$ cat src/rtl/core/mtbd_pkg.sv
// shared types, constants and tempering function for the bounded-draw twister
// no dependencies; imported by mtbd_div and mersenne_twister_bounded_draw_top
package mtbd_pkg;

  localparam int WORD_W = 32;
  localparam int VAL_W  = 31;
  localparam int IDX_W  = 10;
  localparam int ADDR_W = 3;
  localparam int TBL_DEPTH = 624;
  localparam int DIV_CNT_W = $clog2(VAL_W);

  localparam logic [IDX_W-1:0] TBL_N    = 10'd624;
  localparam logic [IDX_W-1:0] TBL_M    = 10'd397;
  localparam logic [IDX_W-1:0] IDX_LAST = 10'd623;

  localparam logic [WORD_W-1:0] TW_MATRIX = 32'h9908b0df;
  localparam logic [WORD_W-1:0] INIT_MULT = 32'd1812433253;
  localparam logic [WORD_W-1:0] TEMPER_B  = 32'h9d2c5680;
  localparam logic [WORD_W-1:0] TEMPER_C  = 32'hefc60000;
  localparam logic [WORD_W-1:0] SEED_RST  = 32'd1;

  localparam logic [ADDR_W-1:0] CFG_ADDR_SEED = 3'd0;

  localparam logic FUNC_RESEED = 1'b0;
  localparam logic FUNC_DRAW   = 1'b1;

  typedef enum logic [12:0] {
    ST_FILL0    = 13'b0000000000001,
    ST_FILL_MUL = 13'b0000000000010,
    ST_FILL_WR  = 13'b0000000000100,
    ST_IDLE     = 13'b0000000001000,
    ST_DRAW     = 13'b0000000010000,
    ST_TEMPER   = 13'b0000000100000,
    ST_CHECK    = 13'b0000001000000,
    ST_DIV      = 13'b0000010000000,
    ST_RESULT   = 13'b0000100000000,
    ST_TW_RD0   = 13'b0001000000000,
    ST_TW_RD1   = 13'b0010000000000,
    ST_TW_A     = 13'b0100000000000,
    ST_TW_B     = 13'b1000000000000
  } mtbd_state_t;

  typedef struct packed {
    logic             done;
    logic [VAL_W-1:0] rem;
  } div_res_t;

  // standard tempering, then drop the low bit
  function automatic logic [VAL_W-1:0] temper31(input logic [WORD_W-1:0] w);
    logic [WORD_W-1:0] y;
    y = w;
    y = y ^ (y >> 11);
    y = y ^ ((y << 7) & TEMPER_B);
    y = y ^ ((y << 15) & TEMPER_C);
    y = y ^ (y >> 18);
    return y[WORD_W-1:1];
  endfunction

endpackage

$ cat src/rtl/core/mtbd_div.sv
// serial restoring remainder unit, one quotient bit per cycle
// depends on mtbd_pkg
module mtbd_div (
  input  logic                        clk,
  input  logic                        rst_n,
  input  logic                        start,
  input  logic [mtbd_pkg::VAL_W-1:0]  dividend,
  input  logic [mtbd_pkg::VAL_W-1:0]  divisor,
  output mtbd_pkg::div_res_t          res
);
  import mtbd_pkg::*;

  logic                 active_r, active_nxt;
  logic                 done_r, done_nxt;
  logic [DIV_CNT_W-1:0] cnt_r, cnt_nxt;
  logic [VAL_W-1:0]     rem_r, rem_nxt;
  logic [VAL_W-1:0]     dvd_r, dvd_nxt;
  logic [VAL_W-1:0]     dvs_r, dvs_nxt;
  logic [VAL_W:0]       shifted;
  logic [VAL_W:0]       diff;

  always_comb begin
    shifted    = {rem_r, dvd_r[VAL_W-1]};
    diff       = shifted - {1'b0, dvs_r};
    active_nxt = active_r;
    done_nxt   = 1'b0;
    cnt_nxt    = cnt_r;
    rem_nxt    = rem_r;
    dvd_nxt    = dvd_r;
    dvs_nxt    = dvs_r;
    if (start) begin
      active_nxt = 1'b1;
      cnt_nxt    = DIV_CNT_W'(VAL_W - 1);
      rem_nxt    = '0;
      dvd_nxt    = dividend;
      dvs_nxt    = divisor;
    end else if (active_r) begin
      rem_nxt = diff[VAL_W] ? shifted[VAL_W-1:0] : diff[VAL_W-1:0];
      dvd_nxt = {dvd_r[VAL_W-2:0], 1'b0};
      if (cnt_r == '0) begin
        active_nxt = 1'b0;
        done_nxt   = 1'b1;
      end else begin
        cnt_nxt = cnt_r - 1'b1;
      end
    end
  end

  always_ff @(posedge clk) begin
    if (!rst_n) begin
      active_r <= 1'b0;
      done_r   <= 1'b0;
      cnt_r    <= '0;
    end else begin
      active_r <= active_nxt;
      done_r   <= done_nxt;
      cnt_r    <= cnt_nxt;
    end
    rem_r <= rem_nxt;
    dvd_r <= dvd_nxt;
    dvs_r <= dvs_nxt;
  end

  assign res = {done_r, rem_r};

endmodule

$ cat config.mk
export PLATFORM = sky130hd
export DESIGN_NAME = mtbd_div
export DESIGN_NICKNAME = d
export VERILOG_FILES = /design/src/rtl/core/mtbd_pkg.sv /design/src/rtl/core/mtbd_div.sv
export SDC_FILE = /design/constraint.sdc
export NUM_CORES = 1
export LEC_CHECK = 0
export ABC_AREA = 1
export BUFFER_PORTS_ARGS = -buffer_cell sky130_fd_sc_hd__buf_2
export CORE_AREA = 2 2 116 118
export DETAILED_ROUTE_END_ITERATION = 6
export DIE_AREA = 0 0 118 120
export PLACE_DENSITY = 0.85
export REMOVE_ABC_BUFFERS = 1
export SYNTH_ARGS = -nofsm -noshare
export SYNTH_HDL_FRONTEND = slang
export SYNTH_SLANG_ARGS = --single-unit
$ cat constraint.sdc
create_clock -name clk -period 1.95 [get_ports clk]
set_input_delay 0.2925 -clock clk [delete_from_list [all_inputs] [get_ports clk]]
set_output_delay 0.2925 -clock clk [all_outputs]
set_load 0.005 [all_outputs]
==> impl_metrics.yaml, run 1 <==
run_status:
  status: "finished with violations"
  violations: "negative setup slack"
detailed_routing:
  drtPass1Iterations: 5
  drt_wl_total_mm: 18.6
  vias: 6809
  via_per_inst: 4.90
  drc: 0
  wl_per_cell_um: 13.4
  drt-initial-drc-count: 391
  antenna_left: 0
timing:
  fin_setup_tns_ns: -3.10
  relSlewSlack_pct: 75.2
  period_share_pct: 108
  slew_viol_final: 0
  max_freq_mhz: 474
  layout_setup_ws_ns: -0.159
  finalHoldViolCount: 0
  skew_ns: 0.0182
  min_period_ns: 2.11
  rsz0062_at_grt: "yes"
  tightestPinTransition_ns: 0.373
  setup_viol: 31
finish:
  register_area_mm2: 0.00262
  final_layout_size_suffix_gt1_share_pct: 32.4
  final_nets: 1308
  fin_util_pct: 71.7
  multi_input_comb_area_mm2: 0.00380
  fill_cells: 969
  final_cell_mix: "nand2_1, inv_1, buf_4, buf_2, edfxtp_1"
  final_common_cell: "nand2_1"
  areaGrowthSynthToFinish_pct: 38.0
  num_antenna_cells: 0
  design_area_mm2: 0.00931
pwr:
  swShare_pct: 25.8
  pwr-share-seq_pct: 46.2
  p_per_area_mw_per_mm2: 568
  p_leak_uw: 0.00512
  vdd_drop_max_uv: 729
  internal-power_uw: 3930
  power.switching_uw: 1360
  power_frac_comb_pct: 16.4
  clkPwrFrac_pct: 37.5
  power_uw: 5290
clocking:
  cts-root-buf: "clkbuf_16"
  clockBufferDepth: 2
  cts_tree: "done"
  postCtsHoldBufs: 0
  htree_levels: 3
  worstSkewPairLatency_ns: 0.37
  clk_pin_slew_ns: 0.08
  cts.sinks: 100
  numCtsBuffers: 9
logic_synthesis:
  netlist_area_mm2: 0.00675
  synth_seq_cells: 100
  avgSynthCellArea_um2: 6.81
  ys_warn_count: 0
  synth.distinct_cells: 38
  synth_seq_area_share_pct: 38.9
  synthCells: 991
placement:
  place.gp.congestion: 1.00
  dp_hpwl_mm: 13.2
  postPlaceCellArea_mm2: 0.00829
  port_buffers: 96
  place_ws_ns: -0.223
worst_setup_path:
  worstSetupStartpointType: "flip-flop"
  path_max_fanout: 6
  worst_setup_path_end_kind: "flip-flop"
  cpPeakStageDelay_ns: 0.38
  arrival_ns: 2.36
  crit_chain: "inv_2 > ha_4 > nand2_2 > nand2_2 > nand2_1 > nand2_2 > nand2_2 > nand2_4 > a21oi_4 > nand2_4 > nand2_4 > nand2_4 > buf_12 > buf_16 > nor2_2 > o21ai_2"
  required_ns: 2.20
  path_class: "reg -> reg"
  cp_slowest_cell: "edfxtp_1"
global_route:
  track_usage_pct: 26.5
  grt_max_degree: 35
  grt_pass1_vias: 6726
  antenna_found_initial: 0
  grt_pass1_wl_mm: 30.1
  grt_overflow: 0
die:
  initial_core_util_pct: 52.0
  coreArea_mm2: 0.0130
  die_w_um: 118
  rows: 42
  ios: 97
  die_h_um: 120
  dieArea_mm2: 0.0142
min_path:
  hp-class: "in -> reg"
run:
  maxCapViolCount: 0
metal layers:
| layer | track usage [%] | vias up | part of all wire, % |
|---|---|---|---|
| met1 | 30.8 | 3088 | 41 |
| met4 | 12.0 | 0 | 3.5 |
| met5 | 0 | - | 0 |
| met2 | 46.0 | 222 | 49 |
| li1 | - | 3443 | - |
| met3 | 6.94 | 56 | 6.8 |
worst max-delay path, delay by kind of cell (launching register included):
family                     cells  cell delay (ns)
and+or+nand+nor               10             0.81
buffers and inverters          3             0.35
AOI/OAI and AO/OA              2             0.27
DFF                            1             0.38
adders and majority gates      1             0.20
area by class of cell:
cell class | instances | share of cell area, %
Timing Repair Buffer | 227 | 17.1
Tap cell | 176 | 2.36
Clock inverter | 6 | 1.01
Inverter | 201 | 8.10
Clock buffer | 10 | 2.46
Multi-Input combinational cell | 671 | 40.8
Sequential cell | 100 | 28.2
stage by stage:
step / hold slack, ns / cells
after floorplan: 0.369 / 972
after global placement: 0.455 / 1361
after detailed placement: 0.466 / 1361
after CTS: 0.0870 / 1388
after global routing: 0.0859 / 1391
final: 0.0925 / 1391
synth_stat cells (all sizes together):
library cell  number  area, um^2
a21oi             23         119
o211ai             1        7.51
nand4              5        31.3
inv              198         743
nand2            454        1790
buf                9        83.8
xor2               1        8.76
or2                1        6.26
dfxtp             38         761
o21ai              7        35.0
nand3             68         395
o21bai             1        7.51
nand3b             1        7.51
nor4               1        6.26
xnor2             14         123
nor3               8        56.3
a31oi              1        6.26
clkbuf            10        37.5
edfxtp            62        1860
clkinv             3        11.3
nor2              45         179
and2               7        46.3
ha                32         400
fa                 1        20.0
flip-flops by register name, indices dropped and copies added, names as in the netlist:
name	flops
active_r	1
cnt_r	5
done_r	1
rem_r	31
dvs_r	31
dvd_r	31
cells by family (layout without fill, tap and decap cells):
| group | after synthesis | after routing | synth area share (%) |
|---|---|---|---|
| flip-flops | 100 | 100 | 38.9 |
| buffers and inverters | 220 | 444 | 13.0 |
| AND/OR/NAND/NOR | 590 | 590 | 37.4 |
| AO/OA/AOI/OAI | 33 | 33 | 2.60 |
| XOR/XNOR | 15 | 15 | 1.95 |
| adder cells (fa/ha/maj) | 33 | 33 | 6.23 |
power by group through the flow:
stage                     Clock (uW)  Combinational [uW]  Sequential [uW]
after CTS                       2000                 805             2440
after global placement             0                 706             2480
final                           1980                 866             2440
after floorplan                    0                 390             2480
after global routing            2100                 956             2460
after detailed placement           0                 730             2490
path summary, 6_finish.rpt:
kind / start / to / slack (ns) / cells past startpoint
worst min register to register: cnt_r[4] / cnt_r[4] / 0.48 / 2
worst max register to register: dvs_r[16] / rem_r[30] / -0.16 / 16
worst max-delay path: dvs_r[16] / rem_r[30] / -0.16 / 16
worst min-delay path: divisor[5] / dvs_r[5] / 0.09 / 1
what timing repair did:
action	in CTS	in global routing
gates cloned	1	0
resized for setup	64	52
setup endpoints to repair	31	31
buffers inserted	10	3
pin swaps	18	20
No activity file was read; power rests on OpenSTA's default activity.
==> run 2: changes to the inputs <==
==> config.mk (replaced) <==
export PLATFORM = sky130hd
export DESIGN_NAME = mtbd_div
export DESIGN_NICKNAME = d
export VERILOG_FILES = /design/src/rtl/core/mtbd_pkg.sv /design/src/rtl/core/mtbd_div.sv
export SDC_FILE = /design/constraint.sdc
export NUM_CORES = 1
export LEC_CHECK = 0
export ABC_AREA = 0
export BUFFER_PORTS_ARGS = -buffer_cell sky130_fd_sc_hd__buf_2
export CORE_AREA = 2 2 110 112
export DETAILED_ROUTE_END_ITERATION = 6
export DIE_AREA = 0 0 112 114
export PLACE_DENSITY = 0.83
export REMOVE_ABC_BUFFERS = 1
export SKIP_CTS_REPAIR_TIMING = 1
export SYNTH_ARGS = -nofsm -noshare
export SYNTH_HDL_FRONTEND = slang
export SYNTH_SLANG_ARGS = --single-unit
==> run 2 against run 1 <==
The run still ends with negative setup slack left; via count shrank 23%; first-iteration DRC count shrank 20%; sequential power grew 5%; sequential share of layout area grew 3.9 points; critical endpoint is now rem_r[14]; largest cell class unchanged.
==> impl_metrics.yaml, run 2 <==
timing:
  min_period_ns: 2.94
  rsz0062_at_grt: "yes"
  relSlewSlack_pct: 47.2
  max_freq_mhz: 340
  setup_viol: 31
  skew_ns: 0.00973
  layout_setup_ws_ns: -0.991
  finalHoldViolCount: 0
  fin_setup_tns_ns: -28.40
  period_share_pct: 151
  hold_ws_ns: 0.0993
  slew_viol_final: 0
  tightestPinTransition_ns: 0.787
pwr:
  p_leak_uw: 0.00366
  pwr-share-seq_pct: 36.8
  internal-power_uw: 4730
  power.switching_uw: 2250
  power_frac_comb_pct: 38.3
  clkPwrFrac_pct: 24.9
  vdd_drop_max_uv: 556
  swShare_pct: 32.2
  p_per_area_mw_per_mm2: 854
placement:
  postPlaceCellArea_mm2: 0.00739
  place.gp.congestion: 0.899
  place_ws_ns: -1.06
  dp_hpwl_mm: 10.6
  port_buffers: 96
  dp_cells: 889
logic_synthesis:
  synth-edff-count: 62
  yosys.area.top_type_share_pct: 32.1
  avgSynthCellArea_um2: 10.8
  synthFlopType: "edfxtp_1"
  ys_warn_count: 0
  netlist_area_mm2: 0.00580
  synth_area_leaders: "edfxtp_1, dfxtp_1, ha_1"
  synth_async_sr_flop_share_pct: 0
  synthCells: 538
  synth_top_family_by_area: "compound AO/OA/AOI/OAI gates"
  synth.distinct_cells: 65
  synth_seq_area_share_pct: 45.2
  yosys.area_share.adder_pct: 7.25
  synth_top_cell_by_area: "edfxtp_1"
  muxShareOfSynthArea_pct: 10.5
  synth_seq_cells: 100
  synth_simple_gate_area_share_pct: 9.98
  synth_compound_area_share_pct: 17.3
  synth-xor-area-share_pct: 4.81
  synthTopCellsByCount: "edfxtp_1, inv_1, dfxtp_1"
  yosysMostFrequentCell: "edfxtp_1"
worst_setup_path:
  path_depth: 13
  worst_setup_path_end_kind: "flip-flop"
  timing.rr.end: "rem_r[14]"
  worstSetupStartpointType: "flip-flop"
  cpPeakStageDelay_ns: 0.38
  arrival_ns: 3.18
  worst-r2r-setup-slack_ns: -0.99
  path_class: "reg -> reg"
  crit_chain: "inv_2 > ha_1 > nor2b_1 > o31a_1 > a31oi_2 > o21bai_2 > a31o_4 > o32ai_4 > xnor2_4 > buf_12 > buf_12 > mux2i_1 > a211oi_1"
  r2r_cells: 13
  path_max_fanout: 6
  crit_family: "compound AO/OA/AOI/OAI gates"
  cpMostUsedCell: "buf_12"
  cp_slowest_cell: "edfxtp_1"
  path_buf_inv: 3
  r2r-start: "dvs_r[1]"
  required_ns: 2.19
detailed_routing:
  drt-initial-drc-count: 311
  wl_per_cell_um: 18.1
  via_per_inst: 5.68
  antenna_left: 0
  drc: 0
  drtPass1Iterations: 6
  drt_wl_total_mm: 16.7
  vias: 5213
clocking:
  cts_tree: "done"
  cts.sinks: 100
  cts-root-buf: "clkbuf_16"
  clk_pin_slew_ns: 0.07
  worstSkewPairLatency_ns: 0.36
  clockBufferDepth: 2
  numCtsBuffers: 9
  htree_levels: 3
finish:
  final_common_cell: "buf_4"
  reg.largest.list: "dvd_r x31, dvs_r x31, rem_r x31"
  final_layout_size_suffix_gt1_share_pct: 46.7
  final_nets: 864
  final_cell_mix: "buf_4, buf_2, edfxtp_1, dfxtp_1, nor2_1"
  final_cells: 918
  fill_cells: 796
  areaGrowthSynthToFinish_pct: 40.9
  num_antenna_cells: 0
  design_area_mm2: 0.00817
run:
  maxCapViolCount: 0
die:
  die_h_um: 114
  rows: 40
  ios: 97
  dieArea_mm2: 0.0128
  die_w_um: 112
  initial_core_util_pct: 49.5
  coreArea_mm2: 0.0117
run_status:
  status: "finished with violations"
  violations: "negative setup slack"
global_route:
  grt_pass1_vias: 5075
  antenna_found_initial: 0
  grt_overflow: 0
  grt_max_degree: 36
  grt_pass1_wl_mm: 23.6
  track_usage_pct: 23.1
min_path:
  hp-class: "in -> reg"
  min_path_cells: 1
  holdPathEnd: "dvs_r[13]"
  hp-start: "divisor[13]"
-- run 2: cell count changes in the layout (fill, tap and decap cells not counted), moves of 17 or more --
cell,delta
a211oi_1,+17
buf_4,+19
inv_1,-145
mux2_2,+30
nand2_1,-365
nand2_2,-54
nand3_1,-43
nand3_2,-18
-- run 2: cells by family (layout without fill, tap and decap cells) --
family	Yosys count	in the layout
AO/OA/AOI/OAI	143	143
AND/OR/NAND/NOR	108	108
flip-flops	100	100
buffers and inverters	66	299
multiplexers	57	57
adder cells (fa/ha/maj)	33	33
XOR/XNOR	31	31
-- run 2: cell type report --
| cell class | count | area (um^2) | area share [%] |
|---|---|---|---|
| multi-input cells | 372 | 3240 | 39.6 |
| flip-flops and latches | 100 | 2620 | 32.1 |
| repair buffers | 242 | 1690 | 20.7 |
| clock buffers | 9 | 225 | 2.76 |
| well taps | 147 | 184 | 2.25 |
| inverters | 41 | 154 | 1.88 |
| clock inverters | 7 | 56.3 | 0.689 |
-- run 2: worst max-delay path by stage --
stage,start,end,slack [ns]
floorplan,rem_r[15],rem_r[11],-1.64
global route,dvs_r[6],rem_r[14],-1.06
finish,dvs_r[1],rem_r[14],-0.99
detailed placement,dvd_r[30],rem_r[18],-1.06
global placement,dvd_r[30],rem_r[18],-1.02
CTS,dvd_r[30],rem_r[18],-1.11
-- run 2: per-stage QoR --
step / util [%] / power (uW)
3_3_place_gp: 63.1 / 4640
2_1_floorplan: - / 3760
6_report: 69.8 / 6980
4_1_cts: 65.5 / 6480
5_1_grt: 69.8 / 7270
3_5_place_dp: 63.1 / 4730
-- run 2: worst reg2reg max path: stages, from the launching register on --
cell,delay (ns)
edfxtp_1,0.38
inv_2,0.08
ha_1,0.21
nor2b_1,0.14
o31a_1,0.27
a31oi_2,0.17
o21bai_2,0.13
a31o_4,0.25
o32ai_4,0.32
xnor2_4,0.17
buf_12,0.17
buf_12,0.15
mux2i_1,0.25
a211oi_1,0.12
-- run 2: power groups by stage --
stage	combinational (uW)	clock [uW]	sequential [uW]
global route	2850	1840	2590
floorplan	1140	0	2620
CTS	2160	1770	2560
finish	2670	1740	2570
global placement	2050	0	2590
detailed placement	2130	0	2600
-- run 2: routing by layer --
metal / wire (um) / global-route usage, %
met5: 0 / 0
met4: 572 / 10.9
met3: 1150 / 5.58
met2: 8470 / 39.3
met1: 6460 / 27.8
